### src/rtl/boxavg_pkg.sv
// ----------------------------------------------------------------------------
// boxavg_pkg: shared types and codes of the box average downscaler
// Holds field widths, register indexes, the controller states and the
// result record.
// ----------------------------------------------------------------------------
package boxavg_pkg;

  localparam int PIX_W  = 16;
  localparam int POS_W  = 8;
  localparam int CFG_IDX_W  = 8;
  localparam int CFG_DATA_W = 8;

  // register indexes
  localparam logic [CFG_IDX_W-1:0] CFG_OUT_WIDTH  = 8'd0;
  localparam logic [CFG_IDX_W-1:0] CFG_OUT_HEIGHT = 8'd1;

  typedef enum logic [2:0] {
    ST_IDLE,
    ST_UPD,
    ST_DIV,
    ST_PUSH,
    ST_CFG_GO,
    ST_CFG_WAIT
  } state_t;

  // recompute steps after a register write
  typedef enum logic [2:0] {
    CS_FA,
    CS_FD,
    CS_COL,
    CS_ROW,
    CS_POS
  } cfg_step_t;

  typedef struct packed {
    logic [POS_W-1:0] col;
    logic [POS_W-1:0] row;
    logic [PIX_W-1:0] mean;
    logic             last;
  } res_t;

endpackage

### src/rtl/boxavg_in_if.sv
// ----------------------------------------------------------------------------
// boxavg_in_if: pixel request channel
// Valid/ready channel carrying one input pixel and its frame start flag.
// ----------------------------------------------------------------------------
interface boxavg_in_if;
  logic        valid;
  logic        ready;
  logic [15:0] pixel_value;
  logic        frame_start;

  modport source(output valid, pixel_value, frame_start, input ready);
  modport sink(input valid, pixel_value, frame_start, output ready);
endinterface

### src/rtl/boxavg_out_if.sv
// ----------------------------------------------------------------------------
// boxavg_out_if: result request channel
// Valid/ready channel carrying one block average and its position.
// ----------------------------------------------------------------------------
interface boxavg_out_if;
  logic        valid;
  logic        ready;
  logic [7:0]  out_col;
  logic [7:0]  out_row;
  logic [15:0] mean_value;
  logic        frame_last;

  modport source(output valid, out_col, out_row, mean_value, frame_last, input ready);
  modport sink(input valid, out_col, out_row, mean_value, frame_last, output ready);
endinterface

### src/rtl/boxavg_cfg_if.sv
// ----------------------------------------------------------------------------
// boxavg_cfg_if: configuration write channel
// Valid/ready channel carrying a register index and write data.
// ----------------------------------------------------------------------------
interface boxavg_cfg_if;
  logic       valid;
  logic       ready;
  logic [7:0] index;
  logic [7:0] data;

  modport source(output valid, index, data, input ready);
  modport sink(input valid, index, data, output ready);
endinterface

### src/rtl/box_average_downscaler_unit.sv
// ----------------------------------------------------------------------------
// box_average_downscaler_unit: box average downscaler
// Accumulates per-column block sums in a memory and emits one mean per block.
// ----------------------------------------------------------------------------
// A pixel that adds to no sum and emits nothing stays in ST_IDLE, one that does a
// read-modify-write of the column sum memory visits ST_UPD, a degenerate zero
// result ST_PUSH, and one closing a block ST_UPD, ST_DIV and ST_PUSH, the mean
// coming from the bit-serial divider (SW = SAMPLE_BITS + 2*FW bits); a stalled
// result adds its wait. A write to a known register recomputes factors and
// positions. Reset (rst_n low, synchronous) sets 36 x 36 outputs, position 0,0.
module box_average_downscaler_unit import boxavg_pkg::*; #(
  parameter int IMAGE_SIZE  = 144,
  parameter int SAMPLE_BITS = 16
) (
  input  logic          clk,
  input  logic          rst_n,
  boxavg_in_if.sink     in_bus,
  boxavg_out_if.source  out_bus,
  boxavg_cfg_if.sink    cfg_bus
);

  localparam int PW        = $clog2(IMAGE_SIZE);
  localparam int FW        = $clog2(IMAGE_SIZE + 1);
  localparam int SUM_DEPTH = IMAGE_SIZE / 2;
  localparam int AW        = $clog2(SUM_DEPTH);
  localparam int SW        = SAMPLE_BITS + 2 * FW;
  localparam int CW        = (PW > POS_W) ? PW + 1 : POS_W + 1;
  localparam int RESET_FACTOR = IMAGE_SIZE / 36;
  localparam logic [PIX_W-1:0] SMASK =
    (SAMPLE_BITS >= PIX_W) ? {PIX_W{1'b1}} : PIX_W'((1 << SAMPLE_BITS) - 1);

  state_t    state_r, state_nxt;
  cfg_step_t step_r, step_nxt;

  logic [POS_W-1:0] ow_r, oh_r;
  logic [FW-1:0]    fa_r, fd_r, lc_r, lr_r;
  logic [2*FW-1:0]  area_r;
  logic [PW-1:0]    c_r, r_r, bc_r, br_r;
  logic [POS_W-1:0] dcol_r;
  logic [POS_W:0]   drow_r;

  logic [SW-1:0] sample_r;
  logic          first_r, lastb_r;
  logic [AW-1:0] addr_r;
  res_t          res_r, out_r;
  logic          out_valid_r;

  // current position, after frame start
  logic             fs;
  logic [PW-1:0]    cc, rr, bc_c, br_c;
  logic [FW-1:0]    lc_c, lr_c;
  logic [POS_W-1:0] dcol_c;
  logic [POS_W:0]   drow_c;

  assign fs     = in_bus.frame_start;
  assign cc     = fs ? '0 : c_r;
  assign rr     = fs ? '0 : r_r;
  assign bc_c   = fs ? '0 : bc_r;
  assign br_c   = fs ? '0 : br_r;
  assign lc_c   = fs ? '0 : lc_r;
  assign lr_c   = fs ? '0 : lr_r;
  assign dcol_c = fs ? '0 : dcol_r;
  assign drow_c = fs ? '0 : drow_r;

  logic deg, deg_hit, region, first_c, lastb_c, lastf_c;
  assign deg     = (fa_r < FW'(2)) || (fd_r < FW'(2));
  assign deg_hit = (ow_r != '0) && (drow_c < {1'b0, oh_r});
  assign region  = (CW'(bc_c) < CW'(ow_r)) && (CW'(br_c) < CW'(oh_r)) &&
                   (bc_c < PW'(SUM_DEPTH));
  assign first_c = (lc_c == '0) && (lr_c == '0);
  assign lastb_c = (lc_c == fa_r - 1'b1) && (lr_c == fd_r - 1'b1);
  assign lastf_c = (CW'(bc_c) == CW'(ow_r) - 1'b1) && (CW'(br_c) == CW'(oh_r) - 1'b1);

  // advance position counters
  logic [PW-1:0]    c_nxt, r_nxt, bc_nxt, br_nxt;
  logic [FW-1:0]    lc_nxt, lr_nxt;
  logic [POS_W-1:0] dcol_nxt;
  logic [POS_W:0]   drow_nxt;
  logic             row_end, frame_end;

  assign row_end   = (cc == PW'(IMAGE_SIZE - 1));
  assign frame_end = row_end && (rr == PW'(IMAGE_SIZE - 1));

  always_comb begin
    c_nxt = cc + 1'b1; lc_nxt = lc_c + 1'b1; bc_nxt = bc_c;
    r_nxt = rr;        lr_nxt = lr_c;        br_nxt = br_c;
    if (lc_nxt == fa_r) begin
      lc_nxt = '0;
      bc_nxt = bc_c + 1'b1;
    end
    if (row_end) begin
      c_nxt = '0; lc_nxt = '0; bc_nxt = '0;
      if (frame_end) begin
        r_nxt = '0; lr_nxt = '0; br_nxt = '0;
      end else begin
        r_nxt  = rr + 1'b1;
        lr_nxt = lr_c + 1'b1;
        if (lr_nxt == fd_r) begin
          lr_nxt = '0;
          br_nxt = br_c + 1'b1;
        end
      end
    end
    dcol_nxt = dcol_c + 1'b1;
    drow_nxt = drow_c;
    if (frame_end) begin
      dcol_nxt = '0;
      drow_nxt = '0;
    end else if (dcol_nxt == ow_r) begin
      dcol_nxt = '0;
      if (drow_c != {1'b1, {POS_W{1'b0}}}) drow_nxt = drow_c + 1'b1;
    end
  end

  // sum memory
  logic [SW-1:0] rd_data, new_sum;
  logic          mem_we;
  assign new_sum = first_r ? sample_r : rd_data + sample_r;
  assign mem_we  = (state_r == ST_UPD);

  boxavg_mem #(.DEPTH(SUM_DEPTH), .W(SW)) u_mem (
    .clk   (clk),
    .we    (mem_we),
    .waddr (addr_r),
    .wdata (new_sum),
    .raddr (bc_c[AW-1:0]),
    .rdata (rd_data)
  );

  // divider operand select
  logic [SW-1:0] div_dvd, div_dvs, cfg_dvd, cfg_dvs, div_q, div_rm;
  logic [2*PW-1:0] pos_w;
  logic div_start, div_done, cfg_zero;

  assign pos_w = {{PW{1'b0}}, r_r} * (2*PW)'(IMAGE_SIZE) + (2*PW)'(c_r);

  always_comb begin
    unique case (step_r)
      CS_FA:   begin cfg_dvd = SW'(IMAGE_SIZE); cfg_dvs = SW'(ow_r); end
      CS_FD:   begin cfg_dvd = SW'(IMAGE_SIZE); cfg_dvs = SW'(oh_r); end
      CS_COL:  begin cfg_dvd = SW'(c_r);        cfg_dvs = SW'(fa_r); end
      CS_ROW:  begin cfg_dvd = SW'(r_r);        cfg_dvs = SW'(fd_r); end
      CS_POS:  begin cfg_dvd = SW'(pos_w);      cfg_dvs = SW'(ow_r); end
      default: begin cfg_dvd = '0;              cfg_dvs = '0;        end
    endcase
  end

  assign cfg_zero = (cfg_dvs == '0);
  assign div_dvd  = (state_r == ST_UPD) ? new_sum : cfg_dvd;
  assign div_dvs  = (state_r == ST_UPD) ? SW'(area_r) : cfg_dvs;

  boxavg_div #(.DW(SW)) u_div (
    .clk       (clk),
    .rst_n     (rst_n),
    .start     (div_start),
    .dividend  (div_dvd),
    .divisor   (div_dvs),
    .done      (div_done),
    .quotient  (div_q),
    .remainder (div_rm)
  );

  // request handshakes
  logic in_acc, cfg_acc, cfg_known, out_free, store_en;
  logic [SW-1:0] st_q, st_rm;

  assign in_bus.ready  = (state_r == ST_IDLE) && !cfg_bus.valid;
  assign cfg_bus.ready = (state_r == ST_IDLE);
  assign in_acc    = in_bus.valid && in_bus.ready;
  assign cfg_acc   = cfg_bus.valid && cfg_bus.ready;
  assign cfg_known = (cfg_bus.index == CFG_OUT_WIDTH) || (cfg_bus.index == CFG_OUT_HEIGHT);
  assign out_free  = !out_valid_r || out_bus.ready;
  assign store_en  = ((state_r == ST_CFG_GO) && cfg_zero) ||
                     ((state_r == ST_CFG_WAIT) && div_done);
  assign st_q      = (state_r == ST_CFG_GO) ? '0 : div_q;
  assign st_rm     = (state_r == ST_CFG_GO) ? '0 : div_rm;

  // next state and divider launch
  always_comb begin
    state_nxt = state_r;
    step_nxt  = step_r;
    div_start = 1'b0;
    unique case (state_r)
      ST_IDLE: begin
        if (cfg_acc) begin
          if (cfg_known) begin
            state_nxt = ST_CFG_GO;
            step_nxt  = CS_FA;
          end
        end else if (in_acc) begin
          if (deg) begin
            if (deg_hit) state_nxt = ST_PUSH;
          end else if (region) begin
            state_nxt = ST_UPD;
          end
        end
      end
      ST_UPD: begin
        div_start = lastb_r;
        state_nxt = lastb_r ? ST_DIV : ST_IDLE;
      end
      ST_DIV: begin
        if (div_done) state_nxt = ST_PUSH;
      end
      ST_PUSH: begin
        if (out_free) state_nxt = ST_IDLE;
      end
      ST_CFG_GO: begin
        div_start = !cfg_zero;
        if (!cfg_zero) state_nxt = ST_CFG_WAIT;
      end
      ST_CFG_WAIT: begin
        state_nxt = ST_CFG_WAIT;
      end
      default: state_nxt = ST_IDLE;
    endcase
    if (store_en) begin
      unique case (step_r)
        CS_FA:   begin step_nxt = CS_FD;  state_nxt = ST_CFG_GO; end
        CS_FD:   begin step_nxt = CS_COL; state_nxt = ST_CFG_GO; end
        CS_COL:  begin step_nxt = CS_ROW; state_nxt = ST_CFG_GO; end
        CS_ROW:  begin step_nxt = CS_POS; state_nxt = ST_CFG_GO; end
        CS_POS:  begin step_nxt = CS_FA;  state_nxt = ST_IDLE;   end
        default: begin step_nxt = CS_FA;  state_nxt = ST_IDLE;   end
      endcase
    end
  end

  always_ff @(posedge clk) begin
    if (!rst_n) begin
      state_r <= ST_IDLE;
      step_r  <= CS_FA;
    end else begin
      state_r <= state_nxt;
      step_r  <= step_nxt;
    end
  end

  // configuration, factors and position counters
  always_ff @(posedge clk) begin
    if (!rst_n) begin
      ow_r   <= POS_W'(36);
      oh_r   <= POS_W'(36);
      fa_r   <= FW'(RESET_FACTOR);
      fd_r   <= FW'(RESET_FACTOR);
      c_r    <= '0; r_r  <= '0;
      bc_r   <= '0; br_r <= '0;
      lc_r   <= '0; lr_r <= '0;
      dcol_r <= '0; drow_r <= '0;
    end else begin
      if (cfg_acc) begin
        if (cfg_bus.index == CFG_OUT_WIDTH)  ow_r <= cfg_bus.data;
        if (cfg_bus.index == CFG_OUT_HEIGHT) oh_r <= cfg_bus.data;
      end else if (in_acc) begin
        c_r <= c_nxt;   r_r <= r_nxt;
        bc_r <= bc_nxt; br_r <= br_nxt;
        lc_r <= lc_nxt; lr_r <= lr_nxt;
        dcol_r <= dcol_nxt; drow_r <= drow_nxt;
      end
      if (store_en) begin
        unique case (step_r)
          CS_FA:  fa_r <= FW'(st_q);
          CS_FD:  fd_r <= FW'(st_q);
          CS_COL: begin bc_r <= PW'(st_q); lc_r <= FW'(st_rm); end
          CS_ROW: begin br_r <= PW'(st_q); lr_r <= FW'(st_rm); end
          CS_POS: begin
            dcol_r <= POS_W'(st_rm);
            drow_r <= (st_q > SW'(1 << POS_W)) ? {1'b1, {POS_W{1'b0}}} : (POS_W+1)'(st_q);
          end
          default: ;
        endcase
      end
    end
  end

  // hold block area for the mean division
  always_ff @(posedge clk) begin
    area_r <= {{FW{1'b0}}, fa_r} * {{FW{1'b0}}, fd_r};
  end

  // latch pixel request and result fields
  always_ff @(posedge clk) begin
    if (in_acc) begin
      sample_r <= SW'(in_bus.pixel_value & SMASK);
      first_r  <= first_c;
      lastb_r  <= lastb_c;
      addr_r   <= bc_c[AW-1:0];
      if (deg) begin
        res_r.col  <= dcol_c;
        res_r.row  <= POS_W'(drow_c);
        res_r.mean <= '0;
        res_r.last <= (drow_c == {1'b0, oh_r} - 1'b1) && (dcol_c == ow_r - 1'b1);
      end else begin
        res_r.col  <= POS_W'(bc_c);
        res_r.row  <= POS_W'(br_c);
        res_r.mean <= '0;
        res_r.last <= lastf_c;
      end
    end else if ((state_r == ST_DIV) && div_done) begin
      res_r.mean <= PIX_W'(div_q);
    end
  end

  // output register
  always_ff @(posedge clk) begin
    if (!rst_n) begin
      out_valid_r <= 1'b0;
    end else if ((state_r == ST_PUSH) && out_free) begin
      out_valid_r <= 1'b1;
    end else if (out_bus.ready) begin
      out_valid_r <= 1'b0;
    end
  end

  always_ff @(posedge clk) begin
    if ((state_r == ST_PUSH) && out_free) begin
      out_r <= res_r;
    end
  end

  assign out_bus.valid      = out_valid_r;
  assign out_bus.out_col    = out_r.col;
  assign out_bus.out_row    = out_r.row;
  assign out_bus.mean_value = out_r.mean;
  assign out_bus.frame_last = out_r.last;

endmodule

### src/rtl/boxavg_div.sv
// ----------------------------------------------------------------------------
// boxavg_div: iterative unsigned divider
// Restoring division, one quotient bit per cycle; done pulses when the last bit is in.
// ----------------------------------------------------------------------------
module boxavg_div #(
  parameter int DW = 32
) (
  input  logic          clk,
  input  logic          rst_n,
  input  logic          start,
  input  logic [DW-1:0] dividend,
  input  logic [DW-1:0] divisor,
  output logic          done,
  output logic [DW-1:0] quotient,
  output logic [DW-1:0] remainder
);

  localparam int CW = $clog2(DW + 1);

  logic [DW-1:0] rem_r, quo_r, dvs_r;
  logic [CW-1:0] cnt_r;
  logic          busy_r, done_r;
  logic [DW:0]   shifted;
  logic          fits;

  // trial subtract of the shifted remainder
  assign shifted = {rem_r, quo_r[DW-1]};
  assign fits    = shifted >= {1'b0, dvs_r};

  always_ff @(posedge clk) begin
    if (!rst_n) begin
      busy_r <= 1'b0;
      done_r <= 1'b0;
      cnt_r  <= '0;
    end else begin
      done_r <= 1'b0;
      if (start) begin
        busy_r <= 1'b1;
        cnt_r  <= CW'(DW);
      end else if (busy_r) begin
        cnt_r <= cnt_r - 1'b1;
        if (cnt_r == CW'(1)) begin
          busy_r <= 1'b0;
          done_r <= 1'b1;
        end
      end
    end
  end

  // shift one bit a cycle
  always_ff @(posedge clk) begin
    if (start) begin
      rem_r <= '0;
      quo_r <= dividend;
      dvs_r <= divisor;
    end else if (busy_r) begin
      rem_r <= fits ? DW'(shifted - {1'b0, dvs_r}) : DW'(shifted);
      quo_r <= {quo_r[DW-2:0], fits};
    end
  end

  assign done      = done_r;
  assign quotient  = quo_r;
  assign remainder = rem_r;

endmodule

### src/rtl/boxavg_mem.sv
// ----------------------------------------------------------------------------
// boxavg_mem: column partial sum store
// One write port and one read port, read data registered.
// ----------------------------------------------------------------------------
module boxavg_mem #(
  parameter int DEPTH = 72,
  parameter int W     = 32
) (
  input  logic                     clk,
  input  logic                     we,
  input  logic [$clog2(DEPTH)-1:0] waddr,
  input  logic [W-1:0]             wdata,
  input  logic [$clog2(DEPTH)-1:0] raddr,
  output logic [W-1:0]             rdata
);

  logic [W-1:0] mem [DEPTH];
  logic [W-1:0] rdata_r;

  // write and registered read
  always_ff @(posedge clk) begin
    if (we) begin
      mem[waddr] <= wdata;
    end
    rdata_r <= mem[raddr];
  end

  assign rdata = rdata_r;

endmodule
### src/flat_wrapper.sv
// flat-port wrapper written by rule: the top's interface ports become plain ports
module box_average_downscaler_unit_flat import boxavg_pkg::*;
#(
  parameter int IMAGE_SIZE  = 144,
  parameter int SAMPLE_BITS = 16
)
  (clk, rst_n, in_bus_valid, in_bus_pixel_value, in_bus_frame_start, in_bus_ready, out_bus_valid, out_bus_out_col, out_bus_out_row, out_bus_mean_value, out_bus_frame_last, out_bus_ready, cfg_bus_valid, cfg_bus_index, cfg_bus_data, cfg_bus_ready);
  boxavg_in_if in_bus_i ();
  boxavg_out_if out_bus_i ();
  boxavg_cfg_if cfg_bus_i ();
  input  logic clk;
  input  logic rst_n;
  input wire logic [$bits(in_bus_i.valid)-1:0] in_bus_valid;
  input wire logic [$bits(in_bus_i.pixel_value)-1:0] in_bus_pixel_value;
  input wire logic [$bits(in_bus_i.frame_start)-1:0] in_bus_frame_start;
  output wire logic [$bits(in_bus_i.ready)-1:0] in_bus_ready;
  output wire logic [$bits(out_bus_i.valid)-1:0] out_bus_valid;
  output wire logic [$bits(out_bus_i.out_col)-1:0] out_bus_out_col;
  output wire logic [$bits(out_bus_i.out_row)-1:0] out_bus_out_row;
  output wire logic [$bits(out_bus_i.mean_value)-1:0] out_bus_mean_value;
  output wire logic [$bits(out_bus_i.frame_last)-1:0] out_bus_frame_last;
  input wire logic [$bits(out_bus_i.ready)-1:0] out_bus_ready;
  input wire logic [$bits(cfg_bus_i.valid)-1:0] cfg_bus_valid;
  input wire logic [$bits(cfg_bus_i.index)-1:0] cfg_bus_index;
  input wire logic [$bits(cfg_bus_i.data)-1:0] cfg_bus_data;
  output wire logic [$bits(cfg_bus_i.ready)-1:0] cfg_bus_ready;
  assign in_bus_i.valid = in_bus_valid;
  assign in_bus_i.pixel_value = in_bus_pixel_value;
  assign in_bus_i.frame_start = in_bus_frame_start;
  assign in_bus_ready = in_bus_i.ready;
  assign out_bus_valid = out_bus_i.valid;
  assign out_bus_out_col = out_bus_i.out_col;
  assign out_bus_out_row = out_bus_i.out_row;
  assign out_bus_mean_value = out_bus_i.mean_value;
  assign out_bus_frame_last = out_bus_i.frame_last;
  assign out_bus_i.ready = out_bus_ready;
  assign cfg_bus_i.valid = cfg_bus_valid;
  assign cfg_bus_i.index = cfg_bus_index;
  assign cfg_bus_i.data = cfg_bus_data;
  assign cfg_bus_ready = cfg_bus_i.ready;
  box_average_downscaler_unit #(.IMAGE_SIZE(IMAGE_SIZE), .SAMPLE_BITS(SAMPLE_BITS)) u_core (.clk(clk), .rst_n(rst_n), .in_bus(in_bus_i), .out_bus(out_bus_i), .cfg_bus(cfg_bus_i));
endmodule
### config.mk
export PLATFORM = sky130hd
export DESIGN_NAME = box_average_downscaler_unit_flat
export DESIGN_NICKNAME = d
export VERILOG_FILES = /design/src/rtl/boxavg_pkg.sv /design/src/rtl/boxavg_in_if.sv /design/src/rtl/boxavg_out_if.sv /design/src/rtl/boxavg_cfg_if.sv /design/src/rtl/box_average_downscaler_unit.sv /design/src/rtl/boxavg_div.sv /design/src/rtl/boxavg_mem.sv /design/src/flat_wrapper.sv
export SDC_FILE = /design/constraint.sdc
export NUM_CORES = 2
export LEC_CHECK = 0
export BUFFER_PORTS_ARGS = -buffer_cell sky130_fd_sc_hd__buf_4
export CAP_MARGIN = 5
export CORE_MARGIN = 1.5
export CORE_UTILIZATION = 40
export CTS_CLUSTER_DIAMETER = 200
export DETAILED_ROUTE_END_ITERATION = 6
export PLACE_DENSITY = 0.6
export SLEW_MARGIN = 20
export SYNTH_ARGS = -nofsm -noshare
export SYNTH_HDL_FRONTEND = slang
export SYNTH_SLANG_ARGS = --single-unit
### constraint.sdc
create_clock -name clk -period 10.8 [get_ports clk]
set_input_delay 2.16 -clock clk [delete_from_list [all_inputs] [get_ports clk]]
set_output_delay 2.16 -clock clk [all_outputs]
set_load 0.05 [all_outputs]
==> results.cfg <==
[clock_network]
htreeDepth = 5
cts_setup_buffers = 0
cts_tree = built
clk_pin_slew_ns = 0.06
holdBufCountCts = 0
cts_buffers = 285
clock_path_buffers = 4
clk_latency_ns = 0.94
clockRootBuffer = clkbuf_16
post_cts_resized = 0
cts_sinks = 2635

[cells_and_area]
stdcell_area_mm2 = 0.126
drive_above_1_share_pct = 17.4
nets = 7626
final_cell_mix = 2443 x edfxtp_1, 563 x a21oi_1, 461 x mux2i_1, 407 x o21ai_0, 327 x mux2_2
layout_commonest_cell = edfxtp_1
utilization_pct = 45.6
fill_cells = 23891
syn2layout_area_growth_pct = 13.1

[drt]
drc = 0
wl_met3_um = 29300
ant_nets = 0
num_vias = 67520
highest_layer = met5
viasPerCell = 5.96
drt-initial-drc-count = 8384
wl_met1_um = 137000
wl_met2_um = 150000
first_pass_iters = 6
routed_wl_um = 328000
routedWlPerCell_um = 28.9

[power_and_ir_drop]
p_clk_share_pct = 40.5
pwr-share-seq_pct = 51.4
switching_share_pct = 23.9
p_int_w = 0.0176
p_sw_w = 0.00551
p_leak_nw = 39.8
p_per_area_mw_per_mm2 = 183
comb_power_share_pct = 8.1
max-vdd-ir-drop_uv = 196

[critical_path]
cp_max_fo = 142
critPathRequiredTime_ns = 11.58
cp-end-kind = flip-flop
crit_arrival_ns = 6.82
start_kind = input pin
crit_type = input pin to flip-flop

[timing]
tightest_slew_ns = 1.20
hold_ws_ns = 0.418
tns_ns = 0
fmax_mhz = 166
clock_skew_ns = 0.0692
hold_violations = 0
slew_headroom_pct = 19.7
fin_crit_sh_pct = 55.9
finalSetupViolations = 0
grt_setup_unrepaired = no
final.min_clock_period_ns = 6.04
slew_viol_final = 0

[yosys]
ys.flop_type = edfxtp_1
synth_edf_count = 2443
avgSynthCellArea_um2 = 15.2
syn_nets = 7547
syn_area_mm2 = 0.112
synth_area_leaders = edfxtp_1 66%, mux2i_1 4.1%, mux4_2 3.9%, dfxtp_1 3.4%, mux2_2 3.3%
yosysTopAreaCell = edfxtp_1
synthCells = 7345
ys_seq_elements = 2635
yosys.area.top_type_share_pct = 65.7
seq_area_frac_synth_pct = 69.2
synth_warnings = 0
synthArstFlopShare_pct = 0
synth.distinct_cells = 96

[grt]
grt_pass1_vias = 64817
grt_start_max_net_pins = 143
grt_usage_pct = 22.7
gr-total-overflow = 0
grt_first_pass_wirelength_um = 467000
grt_antenna_before_repair = 10

[floorplanning]
fp-row-count = 193
coreArea_mm2 = 0.277
die-area_mm2 = 0.282
fp.dieW_um = 531
io_pins = 74
die_h_um = 531
initial_core_util_pct = 40.3

[flow_run]
drv_cap = 0

[worst_hold_path]
hold_class = flip-flop to flip-flop

[place]
io_buffers = 73
gp_congestion = 0.933
hpwl_um = 186000
placed_cell_area_mm2 = 0.117

[outcome]
status = complete, no violations
## sequential cells by signal, summed over array words and instances (netlist names), 9 cells and up
register	count
u_core.area_r	16
u_core.drow_r	9
u_core.out_bus.mean_value	16
u_core.u_div.remainder	32
u_core.u_mem.rdata	32
u_core.u_mem.mem	2304
u_core.res_r	33
u_core.sample_r	16
u_core.u_div.quotient	32
u_core.u_div.dvs_r	16
## worst paths after layout
check | from | depth (start not counted) | end | slack, ns
worst max-delay path | in_bus_frame_start | 11 | u_core.u_mem.rdata[8]$_DFF_P_ | 4.76
worst min-delay path | u_core.res_r[24]$_DFFE_PP_ | 0 | u_core.out_bus.out_row[7]$_DFFE_PP_ | 0.42
worst max register to register | u_core.bc_r[0]$_SDFF_PN0_ | 10 | u_core.u_mem.rdata[26]$_DFF_P_ | 5.34
worst min register to register | u_core.res_r[24]$_DFFE_PP_ | 0 | u_core.out_bus.out_row[7]$_DFFE_PP_ | 0.42
## layout make-up
class	instances	area (um2)	area share, %
clock buffer	362	7750	6.14
clock inverter	121	1040	0.826
timing repair buffer	267	2140	1.69
antenna	5	12.5	0.00991
tap	3705	4640	3.67
multi-input combinational	4091	32900	26.0
sequential	2635	77200	61.2
inverter	144	562	0.445
## critical path, cell delays in order
cell and delay (ns):
buf_6 0.20, buf_12 0.28, nand2b_1 0.41, inv_8 0.48, buf_12 0.57, mux4_2 0.59, mux4_2 0.49, nor2_1 0.35
a211oi_1 0.15, a21oi_1 0.53, o21ai_0 0.18
## stage by stage
| stage | power, W | instances | worst slack [ns] |
|---|---|---|---|
| floorplan | 0.0131 | 7345 | 4.78 |
| global placement | 0.0139 | 10838 | 4.05 |
| detailed placement | 0.0139 | 10840 | 3.97 |
| CTS | 0.0232 | 11323 | 4.96 |
| global route | 0.0238 | 11325 | 4.65 |
| finish | 0.0231 | 11330 | 4.76 |
## power groups by stage
stage	clock, W	sequential, W	combinational [W]
6_report	0.00934	0.0119	0.00187
5_1_grt	0.00986	0.0119	0.00203
4_1_cts	0.00947	0.0119	0.00186
3_5_place_dp	0	0.0121	0.00185
3_3_place_gp	0	0.0121	0.00180
2_1_floorplan	0	0.0120	0.00113
## cell usage after synthesis (62+ instances only)
cell	instances
clkbuf_1	358
edfxtp_1	2443
a32oi_1	72
mux2i_1	462
mux4_2	192
xnor2_1	122
nor2b_1	62
a21oi_1	563
dfxtp_1	192
mux2_2	327
o21ai_0	418
ha_1	124
o22ai_1	134
nor2_1	345
a22oi_1	107
inv_1	138
nand2_1	293
nor3_1	68
a221oi_1	79
and2_1	93
## logic make-up after synthesis
logic type,synth area share [%]
fa+ha+maj,2.11
simple gates,5.07
xor+xnor,1.33
mux,11.3
buf+inv,2.18
flops,69.2
compound gates,8.82
## layer usage
| layer | up-vias | track usage, % |
|---|---|---|
| li1 | 28803 | - |
| met1 | 34952 | 32.2 |
| met2 | 3215 | 35.3 |
| met3 | 548 | 3.94 |
| met4 | 2 | 7.85 |
| met5 | - | 0 |
Power figures use the tool's default switching activity.
